[src/rtl/assert_macros.svh]
// Assertion macros for the RTL modules.
`ifndef ASSERT_MACROS_SVH
`define ASSERT_MACROS_SVH

// Concurrent check on an explicit clock and synchronous active-high reset.
`define MFB_ASSERT_CLK(lbl, clk_sig, rst_sig, prop, msg) \
  lbl: assert property (@(posedge clk_sig) disable iff (rst_sig) prop) else $error(msg);

// Same, on the module's own clk and rst.
`define MFB_ASSERT(lbl, prop, msg) \
  `MFB_ASSERT_CLK(lbl, clk, rst, prop, msg)

`endif

[src/rtl/mfb_ram.sv]
// Generic simple dual-port RAM, one write and one registered read port.
module mfb_ram #(
  parameter  int WIDTH = 8,
  parameter  int DEPTH = 16,
  localparam int AW    = (DEPTH > 1) ? $clog2(DEPTH) : 1
) (
  input  logic             clk,
  input  logic             we,
  input  logic [AW-1:0]    waddr,
  input  logic [WIDTH-1:0] wdata,
  input  logic             re,
  input  logic [AW-1:0]    raddr,
  output logic [WIDTH-1:0] rdata
);

  logic [WIDTH-1:0] mem [DEPTH];

  always_ff @(posedge clk) begin
    if (we) begin
      mem[waddr] <= wdata;
    end
    if (re) begin
      rdata <= mem[raddr];
    end
  end

endmodule

[config.mk]
export PLATFORM = sky130hd
export DESIGN_NAME = mfb_ram
export DESIGN_NICKNAME = d
export VERILOG_FILES = /design/src/rtl/assert_macros.svh /design/src/rtl/mfb_ram.sv
export SDC_FILE = /design/constraint.sdc
export NUM_CORES = 1
export LEC_CHECK = 0
export ABC_AREA = 1
export BUFFER_PORTS_ARGS = -buffer_cell sky130_fd_sc_hd__buf_4
export CORE_MARGIN = 5
export CORE_UTILIZATION = 42
export CTS_CLUSTER_DIAMETER = 80
export DETAILED_ROUTE_END_ITERATION = 12
export PLACE_DENSITY = 0.63
export SKIP_LAST_GASP = 1
export SLEW_MARGIN = 30
export SYNTH_ARGS = -nofsm -noshare
export SYNTH_HDL_FRONTEND = slang
export SYNTH_SLANG_ARGS = --single-unit
[constraint.sdc]
create_clock -name clk -period 1.9 [get_ports clk]
set_clock_uncertainty 0.2 [all_clocks]
set_input_delay 0.38 -clock clk [delete_from_list [all_inputs] [get_ports clk]]
set_output_delay 0.38 -clock clk [all_outputs]
set_load 0.005 [all_outputs]
==> metrics.cfg, run 1 <==
[sta]
timing.final.hold_violations = 0
holdWs_ns = 0.07363
rsz0062_at_grt = no
tns_ns = 0
finalCritPeriodShare_pct = 83.72
finalWorstPathRequiredPeriod_ns = 1.591
clock.fmax_mhz = 628.7
maxSlewViolCount = 0
worst_pin_slew_ns = 0.2900
slew_headroom_pct = 80.65
timing.final.ws_setup_ns = 0.3094
setup_violations = 0

[synthesis]
synth_commonest_cells = 173 x nand2_1, 136 x edfxtp_1, 100 x inv_1
synth_area_leaders = edfxtp_1 70%, nand2_1 11%, nand3_1 8.3%
ys_seq_elements = 136
synth_edf_count = 136
synth_fp_nets = 570
yosysSeqAreaShare_pct = 69.85
syn-instance-count = 551
avgSynthCellArea_um2 = 10.61
synthFlopType = edfxtp_1
ys_async_sr_fraction_pct = 0
syn_area_mm2 = 0.005847
yosysUniqueCellTypes = 11
yosysTopAreaCell = edfxtp_1
yosysMostFrequentCell = nand2_1
yosysWarnings = 0
synth_top_area_share_pct = 69.85

[routing]
final_antenna_net_count = 0
post_drt_wl_per_cell_um = 16.69
drc_errors = 0
viasPerCell = 4.866
vias = 3854
dr_wl_met3_um = 714
met2_length_um = 6389
drtIter0Drc = 403
drt-total-wl_um = 13220
wl_met1_um = 5868
routed.top_layer = met4
first_pass_iters = 6

[setup_path]
path_max_fanout = 1
setup.worst_path.end = rdata[7]
cpLargestDelayFamily = flip-flops
critPathCaptureType = primary output
worstPathRequired_ns = 1.32
r2r_slack_ns = 0.56
critPathKind = reg2out
crit_chain = buf_4
startpoint = rdata[7]$_DFFE_PP_
cp.depth = 1
crit_path_top_delay_cell = edfxtp_1
critPathMaxStageDelay_ns = 0.43
cp-start-kind = flop
path_buf_inv = 1
r2r-end = rdata[3]$_DFFE_PP_
reg2reg_from = mem[6][3]$_DFFE_PP_
rr_worst_depth = 6
crit_arrival_ns = 1.01

[placed_design]
portBuffers = 26
gp_congestion = 0.8840
hpwl_um = 8512
dpl_worst_slack_ns = 0.1076

[worst_hold_path]
hold_class = in2reg
hold_start = re

[clocking]
cts-root-buf = clkbuf_16
clkLatencyLatePin_ns = 0.41
cts_hold_buf = 0
post_cts_buffers = 0
cts_resized = 0
cts_tree = yes
ctsLongestPathBuffers = 2
cts_max_level = 4
cts-buffers-inserted = 17
clkTransAtPathRegs_ns = 0.05
cts_sinks = 136

[status]
status = complete, no violations

[pwr]
net-switching-power_uw = 1467
swShare_pct = 21.27
power.leakage_uw = 0.002969
p_per_area_mw_per_mm2 = 1001
seq_power_share_pct = 49.4
p_clk_share_pct = 44.3
comb_power_share_pct = 6.3
p_int_uw = 5429
ir_worst_vdd_mv = 0.6196

[finish]
diodes = 0
utilization_pct = 50.00
multi_input_area_mm2 = 0.001214
drive_gt1_share_pct = 13.56
area_growth_pct = 17.78
fill_cells = 1271
final_nets = 620
regArea_mm2 = 0.004084

[global_routing]
antenna_found_initial = 0
grt_first_pass_wirelength_um = 20450
overflow = 0
grt_max_degree = 36
grtUsageTotal_pct = 16.99
grt_pass1_vias = 3741

[floorplan]
fp-row-count = 43
die_h_um = 128.0
fp.dieW_um = 128.0
start_util_pct = 42.45
io_pins = 27
core_area_mm2 = 0.01377
die_area_mm2 = 0.01638

[flow_run]
cap_viol_max_count = 0

==> kinds of logic (layout without fill, tap and decap cells) <==
kind of cell	after synthesis	count (layout)	share of synthesized area, %
DFF	136	136	69.85
buffers and inverters	126	187	9.394
and+or+nand+nor	289	289	20.76
==> layer usage <==
metal | GRT usage [%] | vias up
met4 | 6.242 | 0
li1 | - | 1877
met3 | 3.750 | 16
met5 | 0 | -
met1 | 23.40 | 1848
met2 | 26.59 | 113
==> placed cells by master, fill, tap and decap left out, drive strengths merged <==
cell type	netlist	routed
buf	24	55
clkinv	0	5
nand3b	2	2
bufinv	0	2
nand2	173	173
inv	102	102
clkbuf	0	20
clkinvlp	0	3
nor2	17	17
nand3	97	97
edfxtp	136	136
==> power groups by stage <==
stage / clock, uW / combinational, uW / sequential, uW
after floorplan: 0 / 237 / 3460
after global placement: 0 / 434 / 3460
after detailed placement: 0 / 438 / 3470
after CTS: 3090 / 441 / 3400
after global routing: 3230 / 486 / 3410
final: 3050 / 437 / 3400
==> registers in the layout, indices dropped and copies added, names as in the netlist <==
name and flops:
mem 128, rdata 8
==> worst min path at each step <==
stage,end,slack (ns),cells after the start
floorplan,mem[0][0]$_DFFE_PP_,0.28,0
global placement,rdata[3]$_DFFE_PP_,0.48,1
detailed placement,rdata[3]$_DFFE_PP_,0.48,1
CTS,rdata[3]$_DFFE_PP_,0.05,1
global route,rdata[3]$_DFFE_PP_,0.07,1
finish,rdata[3]$_DFFE_PP_,0.07,1
==> cell type report <==
cell class | count | share of cell area (%)
Clock inverter | 10 | 1.544
Inverter | 102 | 5.560
Tap cell | 180 | 3.270
Timing Repair Buffer | 55 | 6.359
Multi-Input combinational cell | 289 | 17.62
Sequential cell | 136 | 59.30
Clock buffer | 20 | 6.341
==> through the flow <==
stage / area (um^2) / instances / power (uW)
after floorplan: 5847 / 551 / 3696
after global placement: 6344 / 762 / 3897
after detailed placement: 6344 / 762 / 3903
after CTS: 6887 / 792 / 6935
after global routing: 6887 / 792 / 7119
final: 6887 / 792 / 6896
Power figures use the tool's default switching activity.
==> run 2, diff against run 1 <==
- ABC_AREA: 1 -> 0
- clock period: 1.9 -> 1.6 ns (I/O delays scaled with it)
==> run 2 against run 1 <==
Largest power group unchanged. Critical path depth rose by 3. Combinational power up 6.6%. Synthesized area down 11%. Power up 20%. Utilization grew 3.9 points. The flow now finishes with violations (negative setup slack). Sequential power rose by 19%. Synthesized cell count is 58% lower. Clock power is 23% higher. Cell count is 39% lower. First-iteration DRC count is 44% lower.
==> metrics.cfg, run 2 <==
[setup_path]
reg2reg_from = mem[3][2]$_DFFE_PP_
crit_arrival_ns = 1.59
critPathMaxStageDelay_ns = 0.48
rr_worst_depth = 4
r2r_slack_ns = -0.03
crit_chain = mux4_2 > a22oi_2 > buf_4 > nand2_2
critPathKind = reg2reg
critPathCaptureType = flop
crit_path_top_delay_cell = mux4_2
worstPathRequired_ns = 1.56
r2r-end = rdata[2]$_DFFE_PP_
cp-start-kind = flop
path_max_fanout = 1

[clocking]
cts_sinks = 136
cts_tree = yes
cts_max_level = 4
cts_hold_buf = 0
cts-buffers-inserted = 17
clkLatencyLatePin_ns = 0.40
ctsLongestPathBuffers = 2
cts-root-buf = clkbuf_16
clkTransAtPathRegs_ns = 0.05

[global_routing]
grtUsageTotal_pct = 15.07
grt_first_pass_wirelength_um = 15880
grt_pass1_vias = 2683
overflow = 0
antenna_found_initial = 0
grt_max_degree = 19

[sta]
timing.final.ws_setup_ns = -0.03117
finalCritPeriodShare_pct = 101.9
slew_headroom_pct = 37.73
maxSlewViolCount = 0
worst_pin_slew_ns = 0.9307
setup_violations = 3
finalWorstPathRequiredPeriod_ns = 1.631
tns_ns = -0.06564
rsz0062_at_grt = yes
clock.fmax_mhz = 613.1
timing.final.hold_violations = 0

[synthesis]
yosysTopAreaCell = edfxtp_1
ys_seq_elements = 136
yosysUniqueCellTypes = 18
yosysSeqAreaShare_pct = 78.12
synth_commonest_cells = 136 x edfxtp_1, 18 x mux4_2, 16 x a22oi_1
syn_area_mm2 = 0.005228
ys_async_sr_fraction_pct = 0
yosysWarnings = 0
syn-instance-count = 229
yosysMostFrequentCell = edfxtp_1
synthFlopType = edfxtp_1
synth_top_area_share_pct = 78.12
synth_edf_count = 136
synth_area_leaders = edfxtp_1 78%, mux4_2 7.8%, mux4_1 7.0%
avgSynthCellArea_um2 = 22.83
synth_fp_nets = 248

[pwr]
ir_worst_vdd_mv = 0.7369
p_per_area_mw_per_mm2 = 1265
power.leakage_uw = 0.002188

[finish]
multi_input_area_mm2 = 0.001084
area_growth_pct = 24.77
design_area_mm2 = 0.006523
diodes = 0
most-common-layout-cells = 136 x edfxtp_1, 56 x buf_4, 32 x mux4_2
regMostFlops = mem
largest_register_ffs = 128
final_nets = 321
fill_cells = 941
utilization_pct = 53.85
layout_commonest_cell = edfxtp_1
drive_gt1_share_pct = 44.27
top_regs = mem x128, rdata x8
regArea_mm2 = 0.004084

[placed_design]
portBuffers = 26
hpwl_um = 6774
gp_congestion = 0.7247
postPlaceCellArea_mm2 = 0.005864

[worst_hold_path]
hold_end = rdata[7]$_DFFE_PP_
hold_depth = 1
hold_class = in2reg
hold_start = re

[floorplan]
fp.dieW_um = 121.6
fp-row-count = 40
start_util_pct = 43.16
core_area_mm2 = 0.01211
die_area_mm2 = 0.01478
io_pins = 27
die_h_um = 121.6

[flow_run]
cap_viol_max_count = 0

[routing]
post_drt_wl_per_cell_um = 21.44
drc_errors = 0
drtIter0Drc = 225
viasPerCell = 5.197
vias = 2505
final_antenna_net_count = 0
drt-total-wl_um = 10340
first_pass_iters = 4

[status]
violations = negative setup slack
status = finished with violations

## run 2: cell types whose count changed in the layout (fill, tap and decap cells not counted), sizes merged, moves of 3 or more
| cell | previous run | this run |
|---|---|---|
| mux4 | 0 | 32 |
| nor2 | 17 | 13 |
| nand2 | 173 | 9 |
| a22oi | 0 | 16 |
| nand3 | 97 | 1 |
| inv | 102 | 1 |
| buf | 55 | 63 |
| clkinvlp | 3 | 0 |
| nor3 | 0 | 4 |
## run 2: worst max-delay path by stage
stage,end,cells past startpoint,start,slack [ns]
floorplan,rdata[1]$_DFFE_PP_,5,raddr[0],-0.12
global placement,rdata[1]$_DFFE_PP_,5,raddr[0],-0.44
detailed placement,rdata[1]$_DFFE_PP_,5,raddr[0],-0.47
CTS,rdata[2]$_DFFE_PP_,4,mem[3][2]$_DFFE_PP_,-0.04
global route,rdata[2]$_DFFE_PP_,4,mem[3][2]$_DFFE_PP_,-0.11
finish,rdata[2]$_DFFE_PP_,4,mem[3][2]$_DFFE_PP_,-0.03
## run 2: report_power, final
part / leakage (uW) / total, uW / internal (uW) / switching (uW)
Sequential: 0.00124 / 4040 / 4020 / 21.8
Combinational: 0.000669 / 466 / 230 / 235
Clock: 0.000282 / 3740 / 2420 / 1320
Total: 0.00219 / 8250 / 6670 / 1580
## run 2: what timing repair did
item                                    4_1_cts  5_1_grt
buffers inserted                              0        3
endpoints found under the setup margin        8        8
resized for setup                             9        2
pin swaps                                     4        3
gates cloned                                  0        1
## run 2: cells by family after synthesis
kind of cell           Yosys count  synth area share, %
AOI/OAI and AO/OA               16                2.298
buffers and inverters           10                1.651
DFF                            136                78.12
muxes                           32                14.79
and+or+nand+nor                 35                3.136
## run 2: worst max-delay path: cells and delay by family (launching register included)
family,cells,cell delay [ns]
AO/OA/AOI/OAI,1,0.16
buffers and inverters,1,0.14
flip-flops,1,0.36
multiplexers,1,0.48
AND/OR/NAND/NOR,1,0.04
## run 2: per-layer routing
metal / vias up / share of wire [%] / routed length [um] / track usage [%]
met5: - / 0 / 0 / 0
met4: 0 / 1.5 / 153 / 5.462
met3: 16 / 7.1 / 729 / 3.853
met2: 88 / 51 / 5230 / 24.25
met1: 1287 / 41 / 4222 / 20.01
li1: 1114 / - / - / -
## run 2: area by class of cell
| cell class | count | area share [%] |
|---|---|---|
| repair buffers | 64 | 8.843 |
| flip-flops and latches | 136 | 62.61 |
| multi-input cells | 83 | 16.61 |
| clock buffers | 21 | 6.752 |
| well taps | 168 | 3.223 |
| clock inverters | 10 | 1.957 |
## run 2: through the flow
| step | std cells | worst slack, ns | power, uW | hold WS (ns) |
|---|---|---|---|---|
| 6_report | 482 | -0.03117 | 8248 | 0.01410 |
| 2_1_floorplan | 229 | -0.1204 | 4330 | 0.2189 |
| 4_1_cts | 478 | -0.04202 | 8287 | 0.006643 |
| 3_5_place_dp | 447 | -0.4703 | 4553 | 0.4343 |
| 5_1_grt | 482 | -0.1069 | 8495 | 0.01116 |
| 3_3_place_gp | 447 | -0.4385 | 4542 | 0.4305 |
==> run 3, diff against run 2 <==
- CORE_UTILIZATION: 42 -> 55
- PLACE_DENSITY: 0.63 -> 0.78
- SLEW_MARGIN: 30 -> default
==> run 3 against run 2 <==
The flow still finishes with violations (negative setup slack). Non-clock buffer count up 2. Hold slack better by 0.11 ns. Clock-buffer cell count down 3. First-iteration DRC count down 3.6%. Combinational power down 1%. Die area down 22%. Sequential power about the same. Critical endpoint is now rdata[5]$_DFFE_PP_. Largest cell class unchanged.
==> metrics.cfg, run 3 (synthesized netlist as in run 2, its figures left out) <==
[routing]
drtIter0Drc = 217
final_antenna_net_count = 0
post_drt_wl_per_cell_um = 22.39
drc_errors = 0
viasPerCell = 5.744
vias = 2556
first_pass_iters = 4
drt-total-wl_um = 9964

[setup_path]
crit_path_top_delay_cell = mux4_2
path_max_fanout = 1
cpLargestDelayFamily = multiplexers
crit_arrival_ns = 1.66
cp-start-kind = flop
r2r_slack_ns = -0.002
worstPathRequired_ns = 1.66
critPathKind = reg2reg
reg2reg_from = mem[7][5]$_DFFE_PP_
critPathMaxStageDelay_ns = 0.50
rr_worst_depth = 3
path_buf_inv = 0
crit_chain = mux4_2 > a22oi_2 > nand2_1
startpoint = mem[7][5]$_DFFE_PP_
cp.depth = 3
r2r-end = rdata[5]$_DFFE_PP_
setup.worst_path.end = rdata[5]$_DFFE_PP_
critPathCaptureType = flop

[global_routing]
antenna_found_initial = 0
grt_pass1_vias = 2824
grtUsageTotal_pct = 19.50
grt_first_pass_wirelength_um = 15970
grt_max_degree = 17
overflow = 0

[finish]
largest_register_ffs = 128
final_nets = 323
most-common-layout-cells = 136 x edfxtp_1, 48 x buf_4, 32 x mux4_2
diodes = 0
regMostFlops = mem
layout_commonest_cell = edfxtp_1
top_regs = mem x128, rdata x8
drive_gt1_share_pct = 41.46
area_growth_pct = 23.77

[placed_design]
dpl_worst_slack_ns = -0.4071
hpwl_um = 6529
portBuffers = 26
gp_congestion = 0.7593

[clocking]
clkTransAtPathRegs_ns = 0.06
cts_tree = yes
clkLatencyLatePin_ns = 0.51
ctsLongestPathBuffers = 2
cts-root-buf = clkbuf_8
cts_sinks = 136
cts_max_level = 4
cts-buffers-inserted = 17

[floorplan]
core_area_mm2 = 0.009240
fp.dieW_um = 107.5
io_pins = 27
fp-row-count = 35
die_h_um = 107.5
start_util_pct = 56.57
die_area_mm2 = 0.01155

[pwr]
p_per_area_mw_per_mm2 = 1247
ir_worst_vdd_mv = 0.8141
power.leakage_uw = 0.002163
total_power_uw = 8065

[sta]
maxSlewViolCount = 0
finalCritPeriodShare_pct = 100.1
tns_ns = -0.001789
finalWorstPathRequiredPeriod_ns = 1.602
rsz0062_at_grt = yes
timing.final.ws_setup_ns = -0.001789
clock.fmax_mhz = 624.3
setup_violations = 1
timing.final.hold_violations = 0
worst_pin_slew_ns = 0.8397
slew_headroom_pct = 43.81

[flow_run]
cap_viol_max_count = 0

[status]
status = finished with violations
violations = negative setup slack

[worst_hold_path]
hold_start = waddr[1]
hold_class = in2reg

## run 3: per-layer routing
layer | track usage (%) | routed length, um
met1 | 25.94 | 4258
met2 | 31.97 | 5119
met3 | 5.219 | 473
met4 | 5.681 | 114
met5 | 0 | 0
## run 3: worst min-delay path by stage
stage	endpoint	slack, ns	cells past startpoint
3_3_place_gp	mem[6][5]$_DFFE_PP_	0.41	1
4_1_cts	mem[0][1]$_DFFE_PP_	0.1	3
2_1_floorplan	mem[0][0]$_DFFE_PP_	0.22	0
5_1_grt	mem[0][1]$_DFFE_PP_	0.11	3
3_5_place_dp	rdata[7]$_DFFE_PP_	0.43	1
6_report	mem[0][2]$_DFFE_PP_	0.12	3
## run 3: worst register-to-register path, stage by stage (launching register included)
cell,delay (ns)
edfxtp_1,0.36
mux4_2,0.50
a22oi_2,0.21
nand2_1,0.07
## run 3: final cells by class
cell class / count / area (um^2)
clock buffer: 18 / 417.9
timing repair buffer: 66 / 604.3
tap: 129 / 161.4
multi-input combinational: 83 / 1071
sequential: 136 / 4084
clock inverter: 13 / 131.4
fill: 527 / 2770
## run 3: repair_timing
action / in CTS / in global routing
pin swaps: 0 / 7
buffers inserted: 0 / 0
endpoints found under the setup margin: 9 / 11
hold buffers: 9 / 0
gates resized for setup: 7 / 3
endpoints found under the hold margin: 136 / 0
## run 3: per-stage QoR
step	cells	util (%)	area (um^2)	hold WS (ns)
3_5_place_dp	405	62.69	5793	0.4345
2_1_floorplan	229	-	5249	0.2189
6_report	445	70.02	6470	0.1228
3_3_place_gp	405	62.69	5793	0.4142
5_1_grt	445	70.02	6470	0.1109
4_1_cts	445	69.95	6464	0.09594
## run 3: power breakdown
part	switching, uW	total, uW	internal, uW	leakage, uW
Clock	1380	3570	2190	0.000250
Combinational	230	460	230	0.000677
Sequential	23.7	4040	4020	0.00124
