===== config.mk =====
export PLATFORM = sky130hd
export DESIGN_NAME = mfb_ctrl_flat
export DESIGN_NICKNAME = d
export VERILOG_FILES = /design/src/rtl/mfb_pkg.sv /design/src/rtl/mfb_req_if.sv /design/src/rtl/mfb_ctrl.sv /design/src/flat_wrapper.sv
export VERILOG_INCLUDE_DIRS = /design/src /design/src/rtl
export SDC_FILE = /design/constraint.sdc
export NUM_CORES = 1
export LEC_CHECK = 0
export BUFFER_PORTS_ARGS = -buffer_cell sky130_fd_sc_hd__buf_2
export CAP_MARGIN = 20
export CORE_MARGIN = 8
export CORE_UTILIZATION = 40
export CTS_CLUSTER_DIAMETER = 200
export DETAILED_ROUTE_END_ITERATION = 8
export PLACE_DENSITY = 0.67
export SKIP_CTS_REPAIR_TIMING = 1
export SKIP_LAST_GASP = 1
export SLEW_MARGIN = 15
export SYNTH_ARGS = -nofsm -noshare
export SYNTH_HDL_FRONTEND = slang
export SYNTH_SLANG_ARGS = --single-unit

===== constraint.sdc =====
create_clock -name clk -period 6 [get_ports clk]
set_input_delay 0.9 -clock clk [delete_from_list [all_inputs] [get_ports clk]]
set_output_delay 0.9 -clock clk [all_outputs]
set_load 0.02 [all_outputs]

===== src/rtl/assert_macros.svh =====
// Assertion macros for the RTL modules.
`ifndef ASSERT_MACROS_SVH
`define ASSERT_MACROS_SVH

// Concurrent check on an explicit clock and synchronous active-high reset.
`define MFB_ASSERT_CLK(lbl, clk_sig, rst_sig, prop, msg) \
  lbl: assert property (@(posedge clk_sig) disable iff (rst_sig) prop) else $error(msg);

// Same, on the module's own clk and rst.
`define MFB_ASSERT(lbl, prop, msg) \
  `MFB_ASSERT_CLK(lbl, clk, rst, prop, msg)

`endif


===== src/rtl/mfb_pkg.sv =====
// Shared types and constants of the mono frame buffer.
package mfb_pkg;

  localparam int DISPLAY_WIDTH_DEF  = 152;
  localparam int DISPLAY_HEIGHT_DEF = 152;

  typedef enum logic [1:0] {
    ACT_PLOT  = 2'd0,
    ACT_FILL  = 2'd1,
    ACT_LOAD  = 2'd2,
    ACT_FLUSH = 2'd3
  } action_t;

  typedef enum logic [1:0] {
    ROT_0   = 2'd0,
    ROT_90  = 2'd1,
    ROT_180 = 2'd2,
    ROT_270 = 2'd3
  } rot_t;

  // Panel command set
  localparam logic [7:0] CMD_WIN_X     = 8'h44;
  localparam logic [7:0] CMD_WIN_Y     = 8'h45;
  localparam logic [7:0] CMD_CUR_X     = 8'h4E;
  localparam logic [7:0] CMD_CUR_Y     = 8'h4F;
  localparam logic [7:0] CMD_WRITE_RAM = 8'h24;
  localparam logic [7:0] CMD_UPD_CTRL  = 8'h22;
  localparam logic [7:0] UPD_SEQ_FULL  = 8'hC4;
  localparam logic [7:0] CMD_ACTIVATE  = 8'h20;
  localparam logic [7:0] CMD_NOP       = 8'hFF;

  localparam logic [7:0] PIX_MSB   = 8'h80;
  localparam logic [7:0] PIX_WHITE = 8'hFF;

  // One byte offered by the sequencer to the output register
  typedef struct packed {
    logic       valid;
    logic [7:0] data;
    logic       cmd;
    logic       last;
  } emit_t;

endpackage


===== src/rtl/mfb_req_if.sv =====
// Request channel: drawing, load and flush requests.
interface mfb_req_if;
  import mfb_pkg::*;

  logic          valid;
  logic          ready;
  action_t       action;
  logic [9:0]    pixel_x;
  logic [9:0]    pixel_y;
  logic [9:0]    rect_width;
  logic [9:0]    rect_height;
  logic          pixel_color;
  logic [7:0]    image_byte;
  logic [11:0]   image_offset;
  logic [9:0]    flush_row;

  modport source (
    output valid, action, pixel_x, pixel_y, rect_width, rect_height,
           pixel_color, image_byte, image_offset, flush_row,
    input  ready
  );

  modport sink (
    input  valid, action, pixel_x, pixel_y, rect_width, rect_height,
           pixel_color, image_byte, image_offset, flush_row,
    output ready
  );
endinterface


===== src/rtl/mfb_ctrl.sv =====
// Frame store sequencer: clearing pass, pixel read-modify-write, fill walk,
// image load and row flush.
`include "assert_macros.svh"

module mfb_ctrl #(
  parameter  int DISPLAY_WIDTH  = mfb_pkg::DISPLAY_WIDTH_DEF,
  parameter  int DISPLAY_HEIGHT = mfb_pkg::DISPLAY_HEIGHT_DEF,
  localparam int RowBytes       = (DISPLAY_WIDTH + 7) / 8,
  localparam int StoreSize      = RowBytes * DISPLAY_HEIGHT,
  localparam int AddrW          = (StoreSize > 1) ? $clog2(StoreSize) : 1
) (
  input  logic                clk,
  input  logic                rst,
  input  mfb_pkg::rot_t       rotation,
  mfb_req_if.sink             req,
  output mfb_pkg::emit_t      emit,
  input  logic                emit_ready,
  output logic                ram_we,
  output logic [AddrW-1:0]    ram_waddr,
  output logic [7:0]          ram_wdata,
  output logic                ram_re,
  output logic [AddrW-1:0]    ram_raddr,
  input  logic [7:0]          ram_rdata
);
  import mfb_pkg::*;

  localparam int DcW = (RowBytes > 1) ? $clog2(RowBytes) : 1;
  localparam logic [10:0]      WidthC     = 11'(DISPLAY_WIDTH);
  localparam logic [10:0]      HeightC    = 11'(DISPLAY_HEIGHT);
  localparam logic [15:0]      StoreSizeC = 16'(StoreSize);
  localparam logic [AddrW-1:0] ClrLast    = AddrW'(StoreSize - 1);
  localparam logic [DcW-1:0]   DcLast     = DcW'(RowBytes - 1);

  typedef enum logic [3:0] {
    ST_CLEAR, ST_IDLE, ST_PIX, ST_RD, ST_WR, ST_HDR, ST_CUR, ST_DRD, ST_DOUT, ST_TRL
  } state_t;

  state_t           state;
  logic [AddrW-1:0] clr_addr;
  logic [9:0]       cur_i;
  logic [9:0]       cur_j;
  logic [9:0]       x0;
  logic [10:0]      xe;
  logic [10:0]      ye;
  logic             color;
  logic [7:0]       px;
  logic [9:0]       py;
  logic [AddrW-1:0] wr_addr;
  logic [9:0]       row;
  logic [AddrW-1:0] row_base;
  logic             last_row;
  logic [2:0]       idx;
  logic [DcW-1:0]   dcnt;

  logic        rot_ok;
  logic [7:0]  rot_px;
  logic [9:0]  rot_py;
  logic        base_ok;
  logic        cross_ok;
  logic [10:0] px_w;
  logic [10:0] py_w;
  logic        step_i;
  logic        step_j;
  logic [10:0] sum_x;
  logic [10:0] sum_y;
  logic [10:0] fill_xe;
  logic [10:0] fill_ye;
  logic        fill_ok;
  logic        row_ok;
  logic        load_hit;
  logic [AddrW-1:0] pix_addr;
  logic [7:0]  mask;
  logic        emit_take;

  assign req.ready = (state == ST_IDLE);

  // Rotation and clipping of the current point
  always_comb begin
    base_ok  = ({1'b0, cur_i} < WidthC) && ({1'b0, cur_j} < HeightC);
    cross_ok = ({1'b0, cur_j} < WidthC) && ({1'b0, cur_i} < HeightC);
    px_w     = {1'b0, cur_i};
    py_w     = {1'b0, cur_j};
    rot_ok   = base_ok;
    unique case (rotation)
      ROT_0: begin
        px_w = {1'b0, cur_i};
        py_w = {1'b0, cur_j};
      end
      ROT_90: begin
        px_w   = WidthC - 11'd1 - {1'b0, cur_j};
        py_w   = {1'b0, cur_i};
        rot_ok = base_ok && cross_ok;
      end
      ROT_180: begin
        px_w = WidthC - 11'd1 - {1'b0, cur_i};
        py_w = HeightC - 11'd1 - {1'b0, cur_j};
      end
      ROT_270: begin
        px_w   = {1'b0, cur_j};
        py_w   = HeightC - 11'd1 - {1'b0, cur_i};
        rot_ok = base_ok && cross_ok;
      end
    endcase
    rot_px = px_w[7:0];
    rot_py = py_w[9:0];
  end

  assign step_i = ({1'b0, cur_i} + 11'd1) < xe;
  assign step_j = ({1'b0, cur_j} + 11'd1) < ye;

  // Rectangle clip at request time
  always_comb begin
    sum_x   = {1'b0, req.pixel_x} + {1'b0, req.rect_width};
    sum_y   = {1'b0, req.pixel_y} + {1'b0, req.rect_height};
    fill_xe = (sum_x > WidthC) ? WidthC : sum_x;
    fill_ye = (sum_y > HeightC) ? HeightC : sum_y;
    fill_ok = ({1'b0, req.pixel_x} < fill_xe) && ({1'b0, req.pixel_y} < fill_ye);
  end

  assign row_ok   = {1'b0, req.flush_row} < HeightC;
  assign load_hit = (state == ST_IDLE) && req.valid && (req.action == ACT_LOAD) &&
                    ({4'b0, req.image_offset} < StoreSizeC);

  assign pix_addr = AddrW'(px >> 3) + AddrW'(py * RowBytes);
  assign mask     = PIX_MSB >> px[2:0];

  // Store ports
  always_comb begin
    ram_we    = 1'b0;
    ram_waddr = wr_addr;
    ram_wdata = color ? (ram_rdata | mask) : (ram_rdata & ~mask);
    ram_re    = 1'b0;
    ram_raddr = pix_addr;
    case (state)
      ST_CLEAR: begin
        ram_we    = 1'b1;
        ram_waddr = clr_addr;
        ram_wdata = PIX_WHITE;
      end
      ST_IDLE: begin
        ram_we    = load_hit;
        ram_waddr = AddrW'(req.image_offset);
        ram_wdata = req.image_byte;
      end
      ST_RD: ram_re = 1'b1;
      ST_WR: ram_we = 1'b1;
      ST_DRD: begin
        ram_re    = 1'b1;
        ram_raddr = row_base + AddrW'(dcnt);
      end
      default: ;
    endcase
  end

  // Flush byte stream
  always_comb begin
    emit = '{valid: 1'b0, data: 8'h00, cmd: 1'b0, last: 1'b0};
    case (state)
      ST_HDR: begin
        emit.valid = 1'b1;
        case (idx)
          3'd0: begin emit.data = CMD_WIN_X; emit.cmd = 1'b1; end
          3'd2: emit.data = 8'(DISPLAY_WIDTH >> 3);
          3'd3: begin emit.data = CMD_WIN_Y; emit.cmd = 1'b1; end
          3'd6: emit.data = 8'(DISPLAY_HEIGHT);
          3'd7: emit.data = 8'(DISPLAY_HEIGHT >> 8);
          default: emit.data = 8'h00;
        endcase
      end
      ST_CUR: begin
        emit.valid = 1'b1;
        case (idx)
          3'd0: begin emit.data = CMD_CUR_X; emit.cmd = 1'b1; end
          3'd2: begin emit.data = CMD_CUR_Y; emit.cmd = 1'b1; end
          3'd3: emit.data = row[7:0];
          3'd4: emit.data = {6'b0, row[9:8]};
          3'd5: begin emit.data = CMD_WRITE_RAM; emit.cmd = 1'b1; end
          default: emit.data = 8'h00;
        endcase
      end
      ST_DOUT: begin
        emit.valid = 1'b1;
        emit.data  = ram_rdata;
        emit.last  = (dcnt == DcLast) && !last_row;
      end
      ST_TRL: begin
        emit.valid = 1'b1;
        emit.cmd   = 1'b1;
        case (idx)
          3'd0: emit.data = CMD_UPD_CTRL;
          3'd1: begin emit.data = UPD_SEQ_FULL; emit.cmd = 1'b0; end
          3'd2: emit.data = CMD_ACTIVATE;
          default: begin emit.data = CMD_NOP; emit.last = 1'b1; end
        endcase
      end
      default: ;
    endcase
  end

  assign emit_take = emit.valid && emit_ready;

  always_ff @(posedge clk) begin
    if (rst) begin
      state    <= ST_CLEAR;
      clr_addr <= '0;
    end else begin
      unique case (state)
        ST_CLEAR: begin
          if (clr_addr == ClrLast) begin
            state <= ST_IDLE;
          end else begin
            clr_addr <= clr_addr + AddrW'(1);
          end
        end
        ST_IDLE: begin
          if (req.valid) begin
            cur_i <= req.pixel_x;
            cur_j <= req.pixel_y;
            x0    <= req.pixel_x;
            color <= req.pixel_color;
            unique case (req.action)
              ACT_PLOT: begin
                xe    <= {1'b0, req.pixel_x} + 11'd1;
                ye    <= {1'b0, req.pixel_y} + 11'd1;
                state <= ST_PIX;
              end
              ACT_FILL: begin
                xe <= fill_xe;
                ye <= fill_ye;
                if (fill_ok) begin
                  state <= ST_PIX;
                end
              end
              ACT_LOAD: ;
              ACT_FLUSH: begin
                row      <= req.flush_row;
                row_base <= AddrW'(req.flush_row * RowBytes);
                last_row <= {1'b0, req.flush_row} == (HeightC - 11'd1);
                idx      <= 3'd0;
                if (row_ok) begin
                  state <= (req.flush_row == 10'd0) ? ST_HDR : ST_CUR;
                end
              end
            endcase
          end
        end
        ST_PIX: begin
          px <= rot_px;
          py <= rot_py;
          if (rot_ok) begin
            state <= ST_RD;
          end else begin
            if (step_i) begin
              cur_i <= cur_i + 10'd1;
            end else if (step_j) begin
              cur_i <= x0;
              cur_j <= cur_j + 10'd1;
            end
            state <= (step_i || step_j) ? ST_PIX : ST_IDLE;
          end
        end
        ST_RD: begin
          wr_addr <= pix_addr;
          state   <= ST_WR;
        end
        ST_WR: begin
          if (step_i) begin
            cur_i <= cur_i + 10'd1;
          end else if (step_j) begin
            cur_i <= x0;
            cur_j <= cur_j + 10'd1;
          end
          state <= (step_i || step_j) ? ST_PIX : ST_IDLE;
        end
        ST_HDR: begin
          if (emit_take) begin
            if (idx == 3'd7) begin
              idx   <= 3'd0;
              state <= ST_CUR;
            end else begin
              idx <= idx + 3'd1;
            end
          end
        end
        ST_CUR: begin
          if (emit_take) begin
            if (idx == 3'd5) begin
              dcnt  <= '0;
              state <= ST_DRD;
            end else begin
              idx <= idx + 3'd1;
            end
          end
        end
        ST_DRD: state <= ST_DOUT;
        ST_DOUT: begin
          if (emit_take) begin
            if (dcnt == DcLast) begin
              idx   <= 3'd0;
              state <= last_row ? ST_TRL : ST_IDLE;
            end else begin
              dcnt  <= dcnt + DcW'(1);
              state <= ST_DRD;
            end
          end
        end
        ST_TRL: begin
          if (emit_take) begin
            if (idx == 3'd3) begin
              state <= ST_IDLE;
            end else begin
              idx <= idx + 3'd1;
            end
          end
        end
        default: state <= ST_IDLE;
      endcase
    end
  end

  `MFB_ASSERT(a_port_excl, ram_we |-> !ram_re, "store read and write in one cycle")
  `MFB_ASSERT(a_idle_quiet, req.ready |-> !emit.valid, "byte offered while idle")
  `MFB_ASSERT(a_clear_white, (state == ST_CLEAR) |-> (ram_we && ram_wdata == PIX_WHITE), "clearing pass not writing white")
  `MFB_ASSERT(a_rmw_pair, (state == ST_WR) |-> $past(ram_re), "write-back without preceding read")
  `MFB_ASSERT(a_last_ends, (emit_take && emit.last) |=> (state == ST_IDLE), "flush run continues past last byte")

endmodule


===== src/flat_wrapper.sv =====
// flat-port wrapper written by rule: the top's interface ports become plain ports
module mfb_ctrl_flat import mfb_pkg::*;
#(
  parameter  int DISPLAY_WIDTH  = mfb_pkg::DISPLAY_WIDTH_DEF,
  parameter  int DISPLAY_HEIGHT = mfb_pkg::DISPLAY_HEIGHT_DEF,
  localparam int RowBytes       = (DISPLAY_WIDTH + 7) / 8,
  localparam int StoreSize      = RowBytes * DISPLAY_HEIGHT,
  localparam int AddrW          = (StoreSize > 1) ? $clog2(StoreSize) : 1
)
  (clk, rst, rotation, emit, emit_ready, ram_we, ram_waddr, ram_wdata, ram_re, ram_raddr, ram_rdata, req_valid, req_action, req_pixel_x, req_pixel_y, req_rect_width, req_rect_height, req_pixel_color, req_image_byte, req_image_offset, req_flush_row, req_ready);
  mfb_req_if req_i ();
  input  logic clk;
  input  logic rst;
  input  mfb_pkg::rot_t rotation;
  output mfb_pkg::emit_t emit;
  input  logic emit_ready;
  output logic ram_we;
  output logic [AddrW-1:0] ram_waddr;
  output logic [7:0] ram_wdata;
  output logic ram_re;
  output logic [AddrW-1:0] ram_raddr;
  input  logic [7:0] ram_rdata;
  input wire logic [$bits(req_i.valid)-1:0] req_valid;
  input wire logic [$bits(req_i.action)-1:0] req_action;
  input wire logic [$bits(req_i.pixel_x)-1:0] req_pixel_x;
  input wire logic [$bits(req_i.pixel_y)-1:0] req_pixel_y;
  input wire logic [$bits(req_i.rect_width)-1:0] req_rect_width;
  input wire logic [$bits(req_i.rect_height)-1:0] req_rect_height;
  input wire logic [$bits(req_i.pixel_color)-1:0] req_pixel_color;
  input wire logic [$bits(req_i.image_byte)-1:0] req_image_byte;
  input wire logic [$bits(req_i.image_offset)-1:0] req_image_offset;
  input wire logic [$bits(req_i.flush_row)-1:0] req_flush_row;
  output wire logic [$bits(req_i.ready)-1:0] req_ready;
  assign req_i.valid = req_valid;
  assign req_i.action = req_action;
  assign req_i.pixel_x = req_pixel_x;
  assign req_i.pixel_y = req_pixel_y;
  assign req_i.rect_width = req_rect_width;
  assign req_i.rect_height = req_rect_height;
  assign req_i.pixel_color = req_pixel_color;
  assign req_i.image_byte = req_image_byte;
  assign req_i.image_offset = req_image_offset;
  assign req_i.flush_row = req_flush_row;
  assign req_ready = req_i.ready;
  mfb_ctrl #(.DISPLAY_WIDTH(DISPLAY_WIDTH), .DISPLAY_HEIGHT(DISPLAY_HEIGHT)) u_core (.clk(clk), .rst(rst), .rotation(rotation), .req(req_i), .emit(emit), .emit_ready(emit_ready), .ram_we(ram_we), .ram_waddr(ram_waddr), .ram_wdata(ram_wdata), .ram_re(ram_re), .ram_raddr(ram_raddr), .ram_rdata(ram_rdata));
endmodule

==> impl_results.md <==
- Status: complete, no violations
- DR top layer: met4
- Pin count of the biggest net entering global routing: 43
- Final Wtd Congestion: between 0.8 and 0.9
- Total wire length: around 27,000 µm
- Initial DRC count: 632
- Htree depth: 4
- Met1 WL: 12,600 µm
- Chip width: roughly 180 µm
- Seq/Total Area, Yosys: 0.337
- RSZ-0062 raised after global routing: false
- Vias/cell: between 5 and 6
- DP Cell Count: between 1,500 and 2,000
- Max frequency: 199 MHz
- Actual slew at the worst max-slew pin: 1.00 ns
- Hold Slack: around 0.53 ns
- Remaining DRCs: 0
- Slew HR: 0.330
- Non-Filler Instances: about 1,700
- CP Data Arrival Time: roughly 4.1 ns
- Highest-count cells in the layout ignoring fill and taps: 132 x buf_2, 130 x ha_1, 128 x nand2_1
- Met3 wire len: approximately 1500 µm
- EDFF count, synth: about 110
- Root buf cell: clkbuf_16
- CTS tree: built
- First-pass GRT wire length: 45,700 µm
- Die Y: between 150 and 200 µm
- CP endpoint kind: primary output
- Final nets: 1,567
- Starting Density: 0.408
- Max-cap violation count: 0
- Wire length on met2: 12,900 µm
- Global Route Usage Sum: 0.167
- Final Hold Fails: 0
- Initial antenna violation count: 1
- Synthesis Warnings: 0
- Required time worst endpoint: 5.10 ns
- GRT overflow: 0
- Vias in the first global route: about 9,100
- Clk buf depth: 2
- # setup viols final: 0
- Die area: about 33,000 µm²
- Layout area overhead: 14.6%
- FFs w/ async S/R, synth: 0
- Clock Latency Late Sink: approximately 0.43 ns
- Fin crit share: 0.836
- Vias: between 9,000 and 10,000
- Place WS: between 0.7 and 0.8 ns
- Fin crit period: between 5 and 6 ns
- Finished Core Util: 0.467
- #FFs+latches synth: roughly 130
- Mean Syn Cell Area: 9.09 µm²
- Port Buffer Count: about 130
- P per Cell Area: around 350 nW/µm²
- Routed wire length per instance: roughly 16 µm
- Reg clk slew, reported paths: 0.06 ns
- IO Pins: between 100 and 150
- Core area: about 27,000 µm²
- Worst vdd ir: 0.152 mV
- Antenna Nets Post-Route: 0
- Fin Clk Skew: about 0.013 ns
- Distinct cells, synth: between 60 and 70
- Hold WC Path Type: reg2reg
- Leakage: about 5.5 nW
- Worst setup SP type: register
- Predominant post-synthesis flop cell: edfxtp_1
- Slew Viols, Final: 0
- Worst Setup Path Type: reg2out
- Row count: 60
- Final worst slack: approximately 0.98 ns
- First-pass iteration count of the detailed router: 5
- Num CTS Buffers: 17
- CTS Sinks: 129
- DPL Wire Length: around 22,000 µm
- TNS Setup: 0 ns
- Layout cells sized above 1: 0.150
- Cell Area, Synth: 11,000 µm²
- Commonest non-fill, non-tap cell in the layout: buf_2
- CP max FO: 3
- Syn Inst Count: around 1,200
==> kinds of logic after synthesis <==
family	synth area share
simple gates	0.156
compound gates	0.149
buf+inv	0.0526
fa+ha+maj	0.184
flops	0.337
xor+xnor	0.0723
mux	0.0496
other cells	0.000340
==> state kept, by name (all words and copies together), names as in the netlist <==
name	flops
u_core.state	4
u_core.cur_j	10
u_core.row	9
u_core.xe	11
u_core.last_row	1
u_core.dcnt	5
u_core.color	1
u_core.clr_addr	12
u_core.wr_addr	12
u_core.py	10
u_core.row_base	12
u_core.cur_i	10
u_core.ye	11
u_core.x0	10
u_core.px	8
u_core.idx	3
==> cell type report <==
class	count	area (µm²)
fillers	2589	14400
multi-input cells	935	6770
flip-flops and latches	129	3710
repair buffers	142	736
clock buffers	18	429
well taps	341	427
inverters	105	394
clock inverters	14	154
diodes	1	2.50
==> per-layer routing <==
| metal | track usage | up-vias |
|---|---|---|
| met5 | 0 | - |
| met4 | 0.0499 | 0 |
| met2 | 0.280 | 254 |
| li1 | - | 4583 |
| met3 | 0.0345 | 34 |
| met1 | 0.214 | 4314 |
==> cell usage after synthesis, drive strengths merged, types with 5 or more instances <==
| master | n | area, µm² |
|---|---|---|
| a31oi | 8 | 50.1 |
| mux2i | 40 | 400 |
| ha | 130 | 1630 |
| xnor2 | 55 | 482 |
| mux2 | 13 | 146 |
| a21oi | 75 | 379 |
| nand2 | 128 | 480 |
| nand3 | 35 | 175 |
| inv | 105 | 394 |
| a2111oi | 6 | 52.6 |
| a211oi | 11 | 82.6 |
| a21o | 26 | 195 |
| nor4 | 5 | 31.3 |
| nor3 | 39 | 205 |
| nor2 | 77 | 289 |
| fa | 20 | 400 |
| o21a | 7 | 52.6 |
| o21ai | 100 | 500 |
| nor2b | 14 | 87.6 |
| o21bai | 8 | 60.1 |
| clkbuf | 36 | 135 |
| and3 | 5 | 31.3 |
| or3 | 14 | 88.8 |
| xor2 | 36 | 315 |
| nand4 | 24 | 150 |
| nor3b | 5 | 37.5 |
| buf | 11 | 50.1 |
| edfxtp | 113 | 3390 |
| dfxtp | 16 | 320 |
==> where the power goes <==
part / total, mW / internal [mW] / leakage [nW] / switching (mW)
clock: 1.04 / 0.617 / 0.273 / 0.421
combinational: 2.12 / 0.781 / 4.05 / 1.34
sequential: 1.25 / 1.14 / 1.15 / 0.110
==> worst max-delay path, stage by stage (launching register included) <==
cell and delay (ns):
edfxtp_1 0.46, fa_1 0.57, ha_1 0.23, ha_1 0.29, ha_1 0.34, a21oi_1 0.21
o21bai_1 0.09, a21oi_1 0.24, o21ai_1 0.16, a21o_1 0.20, a311oi_1 0.49, mux2_2 0.27
buf_2 0.16
==> final timing paths <==
path                                    startpoint                  to  slack (ns)  depth (start not counted)
worst min register to register  u_core.clr_addr[5]  u_core.clr_addr[5]        0.53                          2
worst max-delay path                  u_core.py[3]       ram_raddr[11]        0.98                         12
worst min-delay path            u_core.clr_addr[5]  u_core.clr_addr[5]        0.53                          2
worst max register to register     u_core.cur_i[0]     u_core.cur_i[2]        1.95                         11
==> through the flow <==
stage | instance area, µm² | power (mW)
2_1_floorplan | 11000 | 2.75
3_3_place_gp | 12000 | 3.36
3_5_place_dp | 12000 | 3.39
4_1_cts | 12600 | 4.44
5_1_grt | 12600 | 4.74
6_report | 12600 | 4.41
No activity file was read; power rests on OpenSTA's default activity.
